==> src/rtl/bdpd_pkg.sv <==
// Package: field widths, register indexes and result type for the switch debouncer.
package bdpd_pkg;

	localparam int unsigned CFG_IDX_W  = 3;
	localparam int unsigned CFG_DATA_W = 32;
	localparam int unsigned VAL_W      = 32;
	localparam int unsigned IN_DATA_W  = 40;
	localparam int unsigned OUT_DATA_W = 104;

	localparam logic [CFG_IDX_W-1:0] REG_BLOCK_ENABLE       = 3'd0;
	localparam logic [CFG_IDX_W-1:0] REG_ACTIVE_LOW         = 3'd1;
	localparam logic [CFG_IDX_W-1:0] REG_NORMALLY_CLOSED    = 3'd2;
	localparam logic [CFG_IDX_W-1:0] REG_DEBOUNCE_DELAY     = 3'd3;
	localparam logic [CFG_IDX_W-1:0] REG_DURATION_THRESHOLD = 3'd4;

	typedef struct packed {
		logic [VAL_W-1:0] press_total;
		logic             pressed_now;
		logic             duration_event;
		logic [VAL_W-1:0] released_duration;
		logic             release_event;
		logic             press_event;
		logic [VAL_W-1:0] held_duration;
	} result_t;

endpackage

==> src/rtl/button_debounce_with_press_duration_top.sv <==
// Top level: switch debouncer with press counter and press-duration timer.
//
// Channel  Dir  Handshake                Payload
// s_axis   in   s_axis_tvalid/tready     tdata: raw_level[0], now_time[32:1]
// m_axis   out  m_axis_tvalid/tready     tdata: result_t, 100 bits, zero padded
// cfg      in   cfg_wr_en                cfg_index, cfg_wdata
//
// One transaction per clock sustained while m_axis_tready is high; path: input register, result register.
// The whole debounce step (one subtraction, seven compares, counter increment) is between them.
// A transaction taken while block_enable is 0 produces no result and leaves state alone.
// arst_n clears control state and loads register reset values.
// m_axis_tready low holds the result register and stalls the input register behind it.
module button_debounce_with_press_duration_top
	import bdpd_pkg::*;
#(
	parameter int unsigned TIME_BITS = 32
) (
	input  logic                  clk,
	input  logic                  arst_n,
	input  logic                  s_axis_tvalid,
	output logic                  s_axis_tready,
	input  logic [IN_DATA_W-1:0]  s_axis_tdata,  // raw_level, now_time
	output logic                  m_axis_tvalid,
	input  logic                  m_axis_tready,
	output logic [OUT_DATA_W-1:0] m_axis_tdata,  // held_duration, press_event, release_event,
	                                             // released_duration, duration_event,
	                                             // pressed_now, press_total
	input  logic                  cfg_wr_en,
	input  logic [CFG_IDX_W-1:0]  cfg_index,
	input  logic [CFG_DATA_W-1:0] cfg_wdata
);

	localparam int unsigned CW = (TIME_BITS > VAL_W) ? TIME_BITS : VAL_W;

	logic             block_enable_q;
	logic             active_low_q;
	logic             normally_closed_q;
	logic [VAL_W-1:0] debounce_delay_q;
	logic [VAL_W-1:0] duration_threshold_q;

	logic                 last_level_q;
	logic                 debounced_pressed_q;
	logic [TIME_BITS-1:0] change_stamp_q;
	logic [VAL_W-1:0]     press_counter_q;
	logic [VAL_W-1:0]     single_shot_mark_q;
	logic [TIME_BITS-1:0] current_hold_time_q;

	logic                 valid_s1;
	logic                 level_s1;
	logic [TIME_BITS-1:0] now_s1;

	logic    out_valid_q;
	result_t out_q;

	logic advance;
	logic fire;

	logic                 level;
	logic                 last_level_d;
	logic                 debounced_pressed_d;
	logic [TIME_BITS-1:0] change_stamp_d;
	logic [VAL_W-1:0]     press_counter_d;
	logic [VAL_W-1:0]     single_shot_mark_d;
	logic [TIME_BITS-1:0] current_hold_time_d;
	logic [TIME_BITS-1:0] elapsed;
	logic [TIME_BITS-1:0] held;
	result_t              res;

	assign advance       = !out_valid_q || m_axis_tready;
	assign s_axis_tready = !valid_s1 || advance;
	assign fire          = valid_s1 && advance && block_enable_q;

	always_ff @(posedge clk or negedge arst_n) begin
		if (!arst_n) begin
			block_enable_q       <= 1'b0;
			active_low_q         <= 1'b1;
			normally_closed_q    <= 1'b0;
			debounce_delay_q     <= '0;
			duration_threshold_q <= '0;
		end else if (cfg_wr_en) begin
			case (cfg_index)
				REG_BLOCK_ENABLE:       block_enable_q       <= cfg_wdata[0];
				REG_ACTIVE_LOW:         active_low_q         <= cfg_wdata[0];
				REG_NORMALLY_CLOSED:    normally_closed_q    <= cfg_wdata[0];
				REG_DEBOUNCE_DELAY:     debounce_delay_q     <= cfg_wdata[VAL_W-1:0];
				REG_DURATION_THRESHOLD: duration_threshold_q <= cfg_wdata[VAL_W-1:0];
				default: ;
			endcase
		end
	end

	always_ff @(posedge clk or negedge arst_n) begin
		if (!arst_n) begin
			valid_s1 <= 1'b0;
		end else if (s_axis_tready) begin
			valid_s1 <= s_axis_tvalid;
		end
	end

	always_ff @(posedge clk) begin
		if (s_axis_tready && s_axis_tvalid) begin
			level_s1 <= s_axis_tdata[0];
			now_s1   <= TIME_BITS'(s_axis_tdata[VAL_W:1]);
		end
	end

	always_comb begin
		level               = level_s1 ^ active_low_q ^ normally_closed_q;
		last_level_d        = last_level_q;
		debounced_pressed_d = debounced_pressed_q;
		change_stamp_d      = change_stamp_q;
		press_counter_d     = press_counter_q;
		single_shot_mark_d  = single_shot_mark_q;
		current_hold_time_d = current_hold_time_q;
		elapsed             = now_s1 - change_stamp_q;
		held                = '0;
		res                 = '0;

		if (level != last_level_q) begin
			last_level_d   = level;
			change_stamp_d = now_s1;
		end else if (CW'(elapsed) > CW'(debounce_delay_q)) begin
			if (debounced_pressed_q != last_level_q) begin
				debounced_pressed_d = last_level_q;
				if (last_level_q) begin
					press_counter_d = press_counter_q + 1'b1;
					res.press_event = 1'b1;
				end else begin
					res.release_event     = 1'b1;
					res.released_duration = VAL_W'(current_hold_time_q);
				end
			end
			held = debounced_pressed_d ? elapsed : '0;
			if (held != '0) begin
				current_hold_time_d = held;
				if (duration_threshold_q == '0) begin
					res.duration_event = 1'b1;
				end else if (CW'(held) >= CW'(duration_threshold_q) &&
				             single_shot_mark_q != press_counter_d) begin
					single_shot_mark_d = press_counter_d;
					res.duration_event = 1'b1;
				end
			end
		end

		res.held_duration = VAL_W'(held);
		res.pressed_now   = debounced_pressed_d;
		res.press_total   = press_counter_d;
	end

	always_ff @(posedge clk or negedge arst_n) begin
		if (!arst_n) begin
			last_level_q        <= 1'b0;
			debounced_pressed_q <= 1'b0;
			change_stamp_q      <= '0;
			press_counter_q     <= '0;
			single_shot_mark_q  <= '0;
			current_hold_time_q <= '0;
		end else if (fire) begin
			last_level_q        <= last_level_d;
			debounced_pressed_q <= debounced_pressed_d;
			change_stamp_q      <= change_stamp_d;
			press_counter_q     <= press_counter_d;
			single_shot_mark_q  <= single_shot_mark_d;
			current_hold_time_q <= current_hold_time_d;
		end
	end

	always_ff @(posedge clk or negedge arst_n) begin
		if (!arst_n) begin
			out_valid_q <= 1'b0;
		end else if (advance) begin
			out_valid_q <= fire;
		end
	end

	always_ff @(posedge clk) begin
		if (fire) begin
			out_q <= res;
		end
	end

	assign m_axis_tvalid = out_valid_q;
	assign m_axis_tdata  = OUT_DATA_W'(out_q);

endmodule
==> config.mk <==
export PLATFORM = sky130hd
export DESIGN_NAME = button_debounce_with_press_duration_top
export DESIGN_NICKNAME = d
export VERILOG_FILES = /design/src/rtl/bdpd_pkg.sv /design/src/rtl/button_debounce_with_press_duration_top.sv
export SDC_FILE = /design/constraint.sdc
export NUM_CORES = 1
export LEC_CHECK = 0
export CAP_MARGIN = 20
export CELL_PAD_IN_SITES_DETAIL_PLACEMENT = 0
export CELL_PAD_IN_SITES_GLOBAL_PLACEMENT = 1
export CORE_MARGIN = 5
export CORE_UTILIZATION = 45
export CTS_CLUSTER_DIAMETER = 120
export CTS_CLUSTER_SIZE = 20
export DETAILED_ROUTE_END_ITERATION = 16
export DONT_BUFFER_PORTS = 1
export GPL_TIMING_DRIVEN = 0
export PLACE_DENSITY_LB_ADDON = 0.1
export SETUP_SLACK_MARGIN = 0.1
export SLEW_MARGIN = 20
export SYNTH_ARGS = -nofsm -noshare
export SYNTH_HDL_FRONTEND = slang
export SYNTH_SLANG_ARGS = --single-unit
export TNS_END_PERCENT = 100
==> constraint.sdc <==
create_clock -name clk -period 16.1 [get_ports clk]
set_input_delay 1.61 -clock clk [delete_from_list [all_inputs] [get_ports clk]]
set_output_delay 1.61 -clock clk [all_outputs]
set_load 0.02 [all_outputs]
==> results.cfg, run 1 <==
[outcome]
status = finished, final reports clean

[worst_setup_path]
crit_type = reg -> reg
cp-start-kind = flip-flop
cp_num_buf_inv = 3
cp_top_family = simple AND/OR/NAND/NOR gates
crit_path_cell_trace = ha_1, fa_1, nor2b_1, o2111ai_1, a2111oi_0, nor3_1, o21ai_1, a21boi_1, xor2_1, inv_1, ha_1, nand4_1, nor4_1, o21a_1, o21ai_0, nor2_1, clkbuf_1, clkbuf_1, nand2_1, xnor2_1
reg2regPathDepth = 20
crit_arrival_ns = 7.48
path_depth = 20
required_ns = 16.38
cp-end-kind = flip-flop
slowest_stage = nor4_1
worstPathMaxFanout = 10
cp_slowest_stage_delay_ns = 0.71

[layout]
stdcell_count = 2219
finish.utilization_pct = 49.1
drive_gt1_share_pct = 10.7
syn_to_final_growth_pct = 7.58
n_fill_cell = 3615
final_common_cell = dfrtp_1
diodes = 0
fin_nets = 1861
mostFrequentLayoutCells = 198 x dfrtp_1, 146 x nand2_1, 134 x inv_1

[routing]
firstDrtPassIters = 5
vias_per_cell = 5.33
vias = 11800
wl_mm = 46.4
wl_per_cell_um = 20.9
dr.first_iter.drc_count = 680
drt.antenna.violating_nets = 0
drc = 0

[synthesis]
syn-cell-area_um2 = 18200
synth_ff_type = dfrtp_1
syn_inst = 1651
avgSynthCellArea_um2 = 11.0
yosys.area.top_type_share_pct = 27.2
synthArstFlopShare_pct = 59.9
ys_ff_latch = 332
yosys_warnings = 0
ys_seq_area_share_pct = 49.3
synth_area_leaders = dfrtp_1 27%, edfxtp_1 22%, ha_1 6.8%, xnor2_1 5.0%, mux2_2 4.3%
yosysUniqueCellTypes = 84
yosys.area.top_type = dfrtp_1
synth_edf_count = 133

[timing]
tightest_slew_ns = 0.910
slew_violations = 0
fin_ws_ns = 8.90
tns_ns = 0
period_share_pct = 44.7
fmax_mhz = 139
finalHoldViolations = 0
finalClockSkew_ns = 0.0230
slew_headroom_pct = 38.8
setup_viol = 0
rsz0062_at_grt = no
min_period_ns = 7.20

[floorplanning]
die-height_um = 211
coreArea_um2 = 39900
design.die.area_um2 = 44600
rows = 73
ioPinCount = 186
die_w_um = 211
start_util_pct = 45.6

[power]
p_seq_share_pct = 35.6
vdd_drop_max_uv = 116
pwr-share-comb_pct = 48.5
power_density_nw_per_um2 = 170
switchingPower_uw = 1440
leakage_uw = 0.00841
switching_share_pct = 43.0
p_int_uw = 1900
power.total_uw = 3340
p_clk_share_pct = 15.9

[clock_network]
clock_latency_ns = 0.55
cts_resized = 0
clockRootBuffer = clkbuf_16
clk_pin_slew_worst_paths_ns = 0.09
cts_buffer_depth = 3
cts_sinks = 332
cts-buffers-inserted = 20
htreeDepth = 1
cts_tree = built
cts_setup_buffers = 0
cts_hold_buf = 0

[placed_design]
dpl.cell_count = 2184
port_buffers = 0
place_congestion = 0.863
hpwlAfterDp_mm = 36.1
pre_cts_ws_ns = 8.83

[global_routing]
antenna_found_initial = 0
grt_use_total_pct = 20.9
grt_start_max_net_pins = 200
grt_pass1_vias = 12300
grt_pass1_wl_mm = 72.6
grt_overflow = 0

[worst_hold_path]
worst_hold_path.num_cells = 1
hold_class = reg -> reg

[run]
drv_cap = 0
## cell type report
| cell class | instances | area (µm²) | area share, % |
|---|---|---|---|
| sequential | 332 | 8970 | 45.8 |
| timing repair buffer | 5 | 115 | 0.587 |
| inverter | 134 | 503 | 2.57 |
| clock buffer | 34 | 574 | 2.93 |
| tap | 525 | 657 | 3.35 |
| clock inverter | 1 | 8.76 | 0.0447 |
| buffer | 81 | 398 | 2.03 |
| multi-input combinational | 1107 | 8370 | 42.7 |
## power by group through the flow
stage	registers [µW]	logic (µW)	clock network (µW)
final	1190	1620	530
after global routing	1210	1820	579
after CTS	1190	1640	549
after detailed placement	1210	1630	0
after global placement	1210	1590	0
after floorplan	1180	1130	0
## final timing paths
kind / slack [ns] / end / start
worst max register to register: 8.90 / m_axis_tdata[97] / change_stamp_q[0]
worst max-delay path: 8.90 / m_axis_tdata[97] / change_stamp_q[0]
max in group asynchronous: 15.03 / active_low_q / arst_n
worst min register to register: 0.48 / current_hold_time_q[20] / current_hold_time_q[20]
worst min-delay path: 0.48 / current_hold_time_q[20] / current_hold_time_q[20]
min in group asynchronous: 0.76 / press_counter_q[25] / arst_n
## flip-flops by register name (all words and copies together) (netlist names)
name                  count
active_low_q              1
m_axis_tdata            100
level_s1                  1
duration_threshold_q     32
last_level_q              1
debounce_delay_q         32
single_shot_mark_q       32
normally_closed_q         1
debounced_pressed_q       1
press_counter_q          32
current_hold_time_q      32
now_s1                   32
change_stamp_q           32
valid_s1                  1
m_axis_tvalid             1
block_enable_q            1
## synth_stat cells (all sizes together), types with 5 or more instances
cell	instances
xnor2	103
and2	65
a21o	21
buf	34
nand2b	12
o21ai	80
nand3	21
nor2b	11
a2111oi	7
and3	13
ha	99
nor4	26
nor3	39
or4	5
nor2	75
o211ai	5
edfxtp	133
inv	134
a211oi	5
xor2	44
mux2i	17
o21a	13
or2	5
and4	8
o31ai	6
clkbuf	47
a31oi	15
mux2	123
dfrtp	198
nand2	146
a21oi	57
nand4	33
## through the flow
stage,hold slack (ns),instance area (µm²)
CTS,0.487,19600
floorplan,0.449,18200
global placement,0.459,18900
finish,0.484,19600
global route,0.502,19600
detailed placement,0.467,19000
## logic make-up (layout without fill, tap and decap cells)
logic type	count (synthesis)	in the layout	share of synthesized area, %
compound gates	237	237	8.41
other cells	1	4	0.0206
xor+xnor	151	151	7.56
mux	140	140	8.99
fa+ha+maj	100	100	6.91
buf+inv	215	255	4.95
flops	332	332	49.3
simple gates	475	475	13.9
## metal layers
metal,vias to the layer above,global-route usage [%],routed length (µm)
li1,5815,-,-
met1,5740,26.9,20000
met2,211,36.4,23100
met3,71,3.21,1710
met4,0,6.42,1620
met5,-,0,0
Power figures use the tool's default switching activity.
==> run 2: changes to the inputs <==
--- a/config.mk
+++ b/config.mk
@@ -5,11 +5,12 @@
 export SDC_FILE = /design/constraint.sdc
 export NUM_CORES = 1
 export LEC_CHECK = 0
+export ABC_AREA = 1
 export CAP_MARGIN = 20
 export CELL_PAD_IN_SITES_DETAIL_PLACEMENT = 0
 export CELL_PAD_IN_SITES_GLOBAL_PLACEMENT = 1
 export CORE_MARGIN = 5
-export CORE_UTILIZATION = 45
+export CORE_UTILIZATION = 43
 export CTS_CLUSTER_DIAMETER = 120
 export CTS_CLUSTER_SIZE = 20
 export DETAILED_ROUTE_END_ITERATION = 16
==> constraint.sdc (replaced) <==
create_clock -name clk -period 6.15 [get_ports clk]
set_input_delay 0.615 -clock clk [delete_from_list [all_inputs] [get_ports clk]]
set_output_delay 0.615 -clock clk [all_outputs]
set_load 0.02 [all_outputs]
==> run 2 against run 1 <==
Compared with the run above: core utilization fell by 2.3 points; die area rose by 6.3%; routed wire length up 15%; worst hold slack worse by 0.32 ns; sequential share of layout area down 1.1 points; sequential cell count unchanged; combinational power increased to 3.2 times the previous value; sequential power rose to 3.1 times the previous value; register-to-register slack got worse by 8.2 ns; power grew to 3.1 times the previous value; fmax is 32% higher; critical path depth is 7 higher.
==> results.cfg, run 2 <==
[outcome]
status = finished, final reports clean

[synthesis]
yosys.area.top_type_share_pct = 26.7
synth_ff_type = dfrtp_1
yosys.area_share.adder_pct = 6.78
yosysUniqueCellTypes = 50
yosys_warnings = 0
yosysMostFrequentCell = nand2_1
ys_ff_latch = 332
synth_area_leaders = dfrtp_1 27%, edfxtp_1 22%, nand2_1 13%, inv_1 8.3%, ha_1 6.7%
synthSimpleGateAreaFrac_pct = 25.2
yosys.area.top_type = dfrtp_1
synthArstFlopShare_pct = 59.9
avgSynthCellArea_um2 = 7.91
syn-cell-area_um2 = 18600
ys_seq_area_share_pct = 48.4
synth_xor_area_share_pct = 1.01
synthMuxAreaShare_pct = 0.0607
synth_edf_count = 133
synth_top_family_by_area = simple AND/OR/NAND/NOR gates
synth_compound_area_share_pct = 8.24
synth_common_cells = 659 x nand2_1, 409 x inv_1, 213 x nor2_1
syn_inst = 2347

[power]
power_density_nw_per_um2 = 513
vdd_drop_max_uv = 314
leakage_uw = 0.00985

[global_routing]
grt_pass1_vias = 14500
grt-busiest-layer = met2
grt_pass1_wl_mm = 83.2
antenna_found_initial = 0
grt_use_total_pct = 22.3
grt_overflow = 0
gr-usage-met1_pct = 30.4
use_met3_pct = 1.90
grt_start_max_net_pins = 200
use_met2_pct = 39.6

[routing]
drc = 0
wl_per_cell_um = 18.0
wl_mm = 53.6
firstDrtPassIters = 7
dr.first_iter.drc_count = 940
drt.antenna.violating_nets = 0
vias = 14900
vias_per_cell = 4.98

[timing]
slew_headroom_pct = 41.9
period_share_pct = 88.4
finalClockSkew_ns = 0.0386
setup_viol = 0
fmax_mhz = 184
min_period_ns = 5.44
tns_ns = 0
tightest_slew_ns = 0.871
slew_violations = 0
finalHoldViolations = 0
hold_slack_ns = 0.164
rsz0062_at_grt = no

[placed_design]
hpwlAfterDp_mm = 41.9
port_buffers = 0
place_congestion = 0.920

[layout]
syn_to_final_growth_pct = 8.22
final_common_cell = nand2_1
drive_gt1_share_pct = 3.84
largest_reg_flops = 100
fin_nets = 2563
finish.utilization_pct = 46.8
mostFrequentLayoutCells = 659 x nand2_1, 408 x inv_1, 213 x nor2_1
diodes = 0

[floorplanning]
die_w_um = 218
rows = 76
ioPinCount = 186
coreArea_um2 = 42900
die-height_um = 218
design.die.area_um2 = 47400
start_util_pct = 43.3

[worst_hold_path]
hold_class = in -> reg

[worst_setup_path]
cp-start-kind = flip-flop
cp-end-kind = flip-flop
worstPathMaxFanout = 10
crit_arrival_ns = 5.79
required_ns = 6.50
crit_type = reg -> reg

[clock_network]
cts_resized = 0
clock_latency_ns = 0.56
cts_setup_buffers = 0
clockRootBuffer = clkbuf_16
cts-buffers-inserted = 20
clk_pin_slew_worst_paths_ns = 0.09
cts_sinks = 332
cts_hold_buf = 1
cts_buffer_depth = 3
cts_tree = built
htreeDepth = 1

[run]
drv_cap = 0
[run 2: cell count changes after synthesis, moves of 83 or more]
cell and delta:
nand3_1 +102, inv_1 +275, nor2_1 +140, o21ai_0 +83, nand2_1 +513, xnor2_1 -98
[run 2: path summary, 6_finish.rpt]
path                            slack (ns)  depth (start not counted)                startpoint                       end
worst max-delay path                  0.71                         27         change_stamp_q[0]          m_axis_tdata[66]
min in group asynchronous             0.65                          2                    arst_n     single_shot_mark_q[6]
max in group asynchronous             4.42                          3                    arst_n         change_stamp_q[2]
worst min-delay path                  0.16                          0           s_axis_tdata[0]                  level_s1
worst min register to register        0.49                          2  duration_threshold_q[16]  duration_threshold_q[16]
worst max register to register        0.71                         27         change_stamp_q[0]          m_axis_tdata[66]
[run 2: area by class of cell]
cell class | instances | area [µm²]
buffer | 65 | 330
clock buffer | 33 | 559
clock inverter | 2 | 25.0
fill | 4388 | 22800
inverter | 420 | 1580
multi-input combinational | 1533 | 7700
sequential | 332 | 8970
tap | 585 | 732
timing repair buffer | 11 | 186
[run 2: report_power, final]
group / internal [µW] / leakage [µW] / switching [µW]
clock network: 632 / 0.000279 / 766
logic: 1590 / 0.00579 / 3650
registers: 3080 / 0.00378 / 579
total: 5300 / 0.00985 / 4990
[run 2: routing by layer]
layer	vias to the layer above	share of wire (%)
li1	7543	-
met1	6970	45
met2	286	50
met3	57	3.2
met4	0	1.8
met5	-	0
[run 2: logic make-up after synthesis]
kind of cell / count (synthesis)
simple gates: 1116
fa+ha+maj: 100
other cells: 1
xor+xnor: 19
compound gates: 293
mux: 1
buf+inv: 485
flops: 332
[run 2: critical path: stages, from the launching register on]
cell and delay [ns]:
dfrtp_1 0.39, ha_1 0.24, fa_1 0.36, inv_1 0.12
nand2_1 0.08, nand2_1 0.10, nand3_1 0.11, nand2_1 0.14
nand2_1 0.08, nand2_1 0.08, nand2_1 0.16, o21ai_1 0.16
nand2_1 0.08, nand2_1 0.07, inv_1 0.04, ha_1 0.26
nand2_1 0.05, nor2_1 0.15, nand4_1 0.17, nor4_1 0.53
nand2_1 0.13, nand2_1 0.14, nand2_1 0.09, nor2_1 0.19
clkbuf_1 0.46, clkbuf_1 0.48, nand2_1 0.11, a21oi_1 0.28
[run 2: per-stage QoR]
step | instance area (µm²) | instances | power [µW] | setup slack [ns]
after detailed placement | 19400 | 2943 | 8930 | 0.732
after CTS | 20000 | 2979 | 10400 | 0.727
after floorplan | 18600 | 2350 | 7220 | 1.49
after global routing | 20100 | 2981 | 11200 | 0.189
final | 20100 | 2981 | 10300 | 0.712
after global placement | 19300 | 2935 | 8820 | -0.424
==> run 3: changes to the inputs <==
--- a/config.mk
+++ b/config.mk
@@ -16,9 +16,8 @@
 export DETAILED_ROUTE_END_ITERATION = 16
 export DONT_BUFFER_PORTS = 1
 export GPL_TIMING_DRIVEN = 0
-export PLACE_DENSITY_LB_ADDON = 0.1
+export PLACE_DENSITY_LB_ADDON = 0.08
 export SETUP_SLACK_MARGIN = 0.1
-export SLEW_MARGIN = 20
 export SYNTH_ARGS = -nofsm -noshare
 export SYNTH_HDL_FRONTEND = slang
 export SYNTH_SLANG_ARGS = --single-unit
==> constraint.sdc (replaced) <==
create_clock -name clk -period 5 [get_ports clk]
set_input_delay 0.5 -clock clk [delete_from_list [all_inputs] [get_ports clk]]
set_output_delay 0.5 -clock clk [all_outputs]
set_load 0.02 [all_outputs]
==> run 3 against run 2 <==
Compared with the run above: via count shrank 0.11%; power grew 24%; the run now ends with negative hold slack left; sequential share of layout area shrank 0.21 points; core utilization grew 0.22 points; non-clock buffer count shrank 2; die area is the same; largest power group unchanged; combinational power grew 25%.
==> results.cfg, run 3 (same netlist as run 2, synthesis figures left out) <==
[outcome]
status = complete, but fails checks
violations = negative hold slack

[layout]
fin_nets = 2561
drive_gt1_share_pct = 5.01
multi_input_area_um2 = 7750
syn_to_final_growth_pct = 8.74
n_fill_cell = 4340
mostFrequentLayoutCells = 655 x nand2_1, 408 x inv_1, 211 x nor2_1
seq_area_um2 = 8970
final_common_cell = nand2_1
largest_reg_flops = 100

[timing]
slew_headroom_pct = 37.9
slew_violations = 0
tightest_slew_ns = 0.932
rsz0062_at_grt = no
fmax_mhz = 222
fin_ws_ns = 0.496
period_share_pct = 90.1
hold_slack_ns = -0.370
min_period_ns = 4.50
setup_viol = 0
finalHoldViolations = 199
finalClockSkew_ns = 0.0463

[routing]
wl_per_cell_um = 18.0
firstDrtPassIters = 5
wl_mm = 53.8
vias_per_cell = 4.98
vias = 14800
drt.antenna.violating_nets = 0
dr.first_iter.drc_count = 1032
drc = 0

[floorplanning]
die-height_um = 218
start_util_pct = 43.3
design.die.area_um2 = 47400
ioPinCount = 186
rows = 76
die_w_um = 218
coreArea_um2 = 42900

[worst_setup_path]
worstPathMaxFanout = 10
cp_top_family = simple AND/OR/NAND/NOR gates
cp_num_buf_inv = 4
cp_slowest_stage_delay_ns = 0.39
r2r_setup_slack_ns = 0.50
crit_arrival_ns = 4.92
crit_type = reg -> reg
cp-end-kind = flip-flop
path_depth = 29
reg2regPathDepth = 29
cp-start-kind = flip-flop
crit_top_cell = nand2_1
slowest_stage = dfrtp_1
required_ns = 5.42

[run]
drv_cap = 0

[power]
vdd_drop_max_uv = 381
leakage_uw = 0.00992
power_density_nw_per_um2 = 633

[clock_network]
clockRootBuffer = clkbuf_16
cts_buffer_depth = 3
htreeDepth = 1
cts-buffers-inserted = 20
clock_latency_ns = 0.57
cts_sinks = 332
cts_tree = built
clk_pin_slew_worst_paths_ns = 0.09

[global_routing]
grt_pass1_wl_mm = 83.3
antenna_found_initial = 1
grt_start_max_net_pins = 200
grt_overflow = 0
grt_pass1_vias = 14600
grt_use_total_pct = 22.4

[placed_design]
pre_cts_ws_ns = -0.416
hpwlAfterDp_mm = 42.0
port_buffers = 0
place_congestion = 0.903

[worst_hold_path]
hold_class = in -> async
run 3: worst register-to-register path, delay by kind of cell, from the launching register on:
family	cells	cell delay [ns]
simple gates	20	2.48
fa+ha+maj	3	0.85
buf+inv	4	0.46
flops	1	0.39
compound gates	2	0.20
run 3: path summary, 6_finish.rpt:
kind	from	end
max	change_stamp_q[0]	current_hold_time_q[22]
min	arst_n	duration_threshold_q[6]
max reg2reg	change_stamp_q[0]	current_hold_time_q[22]
min reg2reg	current_hold_time_q[2]	current_hold_time_q[2]
max in group asynchronous	arst_n	change_stamp_q[8]
min in group clk	s_axis_tdata[0]	level_s1
run 3: layout make-up:
type | instances | area share (%)
repair buffers | 10 | 0.967
clock buffers | 33 | 2.72
diodes | 1 | 0.0124
inverters | 420 | 7.83
well taps | 585 | 3.63
flip-flops and latches | 332 | 44.5
clock inverters | 3 | 0.136
multi-input cells | 1533 | 38.4
plain buffers | 64 | 1.82
run 3: through the flow:
step                cells  TNS (ns)  instance area, µm²  power (µW)  utilization (%)
floorplan            2350         0               18600        8880                -
global placement     2935   -180.86               19300       10900             45.0
detailed placement   2941    -11.56               19500       11000             45.4
CTS                  2978         0               20100       12800             46.8
global route         2980         0               20200       13900             47.0
finish               2981         0               20200       12800             47.0
run 3: power breakdown:
group	switching [µW]	total, µW	internal (µW)	leakage (µW)
combinational	4490	6540	2050	0.00587
clock	952	1720	765	0.000277
sequential	715	4500	3790	0.00378
run 3: per-layer routing:
layer	track usage, %	vias to the layer above	wire length, µm
met5	0	-	0
met4	5.63	0	1520
met3	2.47	65	1840
met2	39.5	281	26400
met1	29.6	6960	24000
li1	-	7534	-
run 3: what timing repair did:
item                                   CTS  global route
endpoints found under the hold margin  199           199
pin swaps                                1             5
setup endpoints to repair              188           189
buffers inserted                         1             3
resized for setup                       11            44
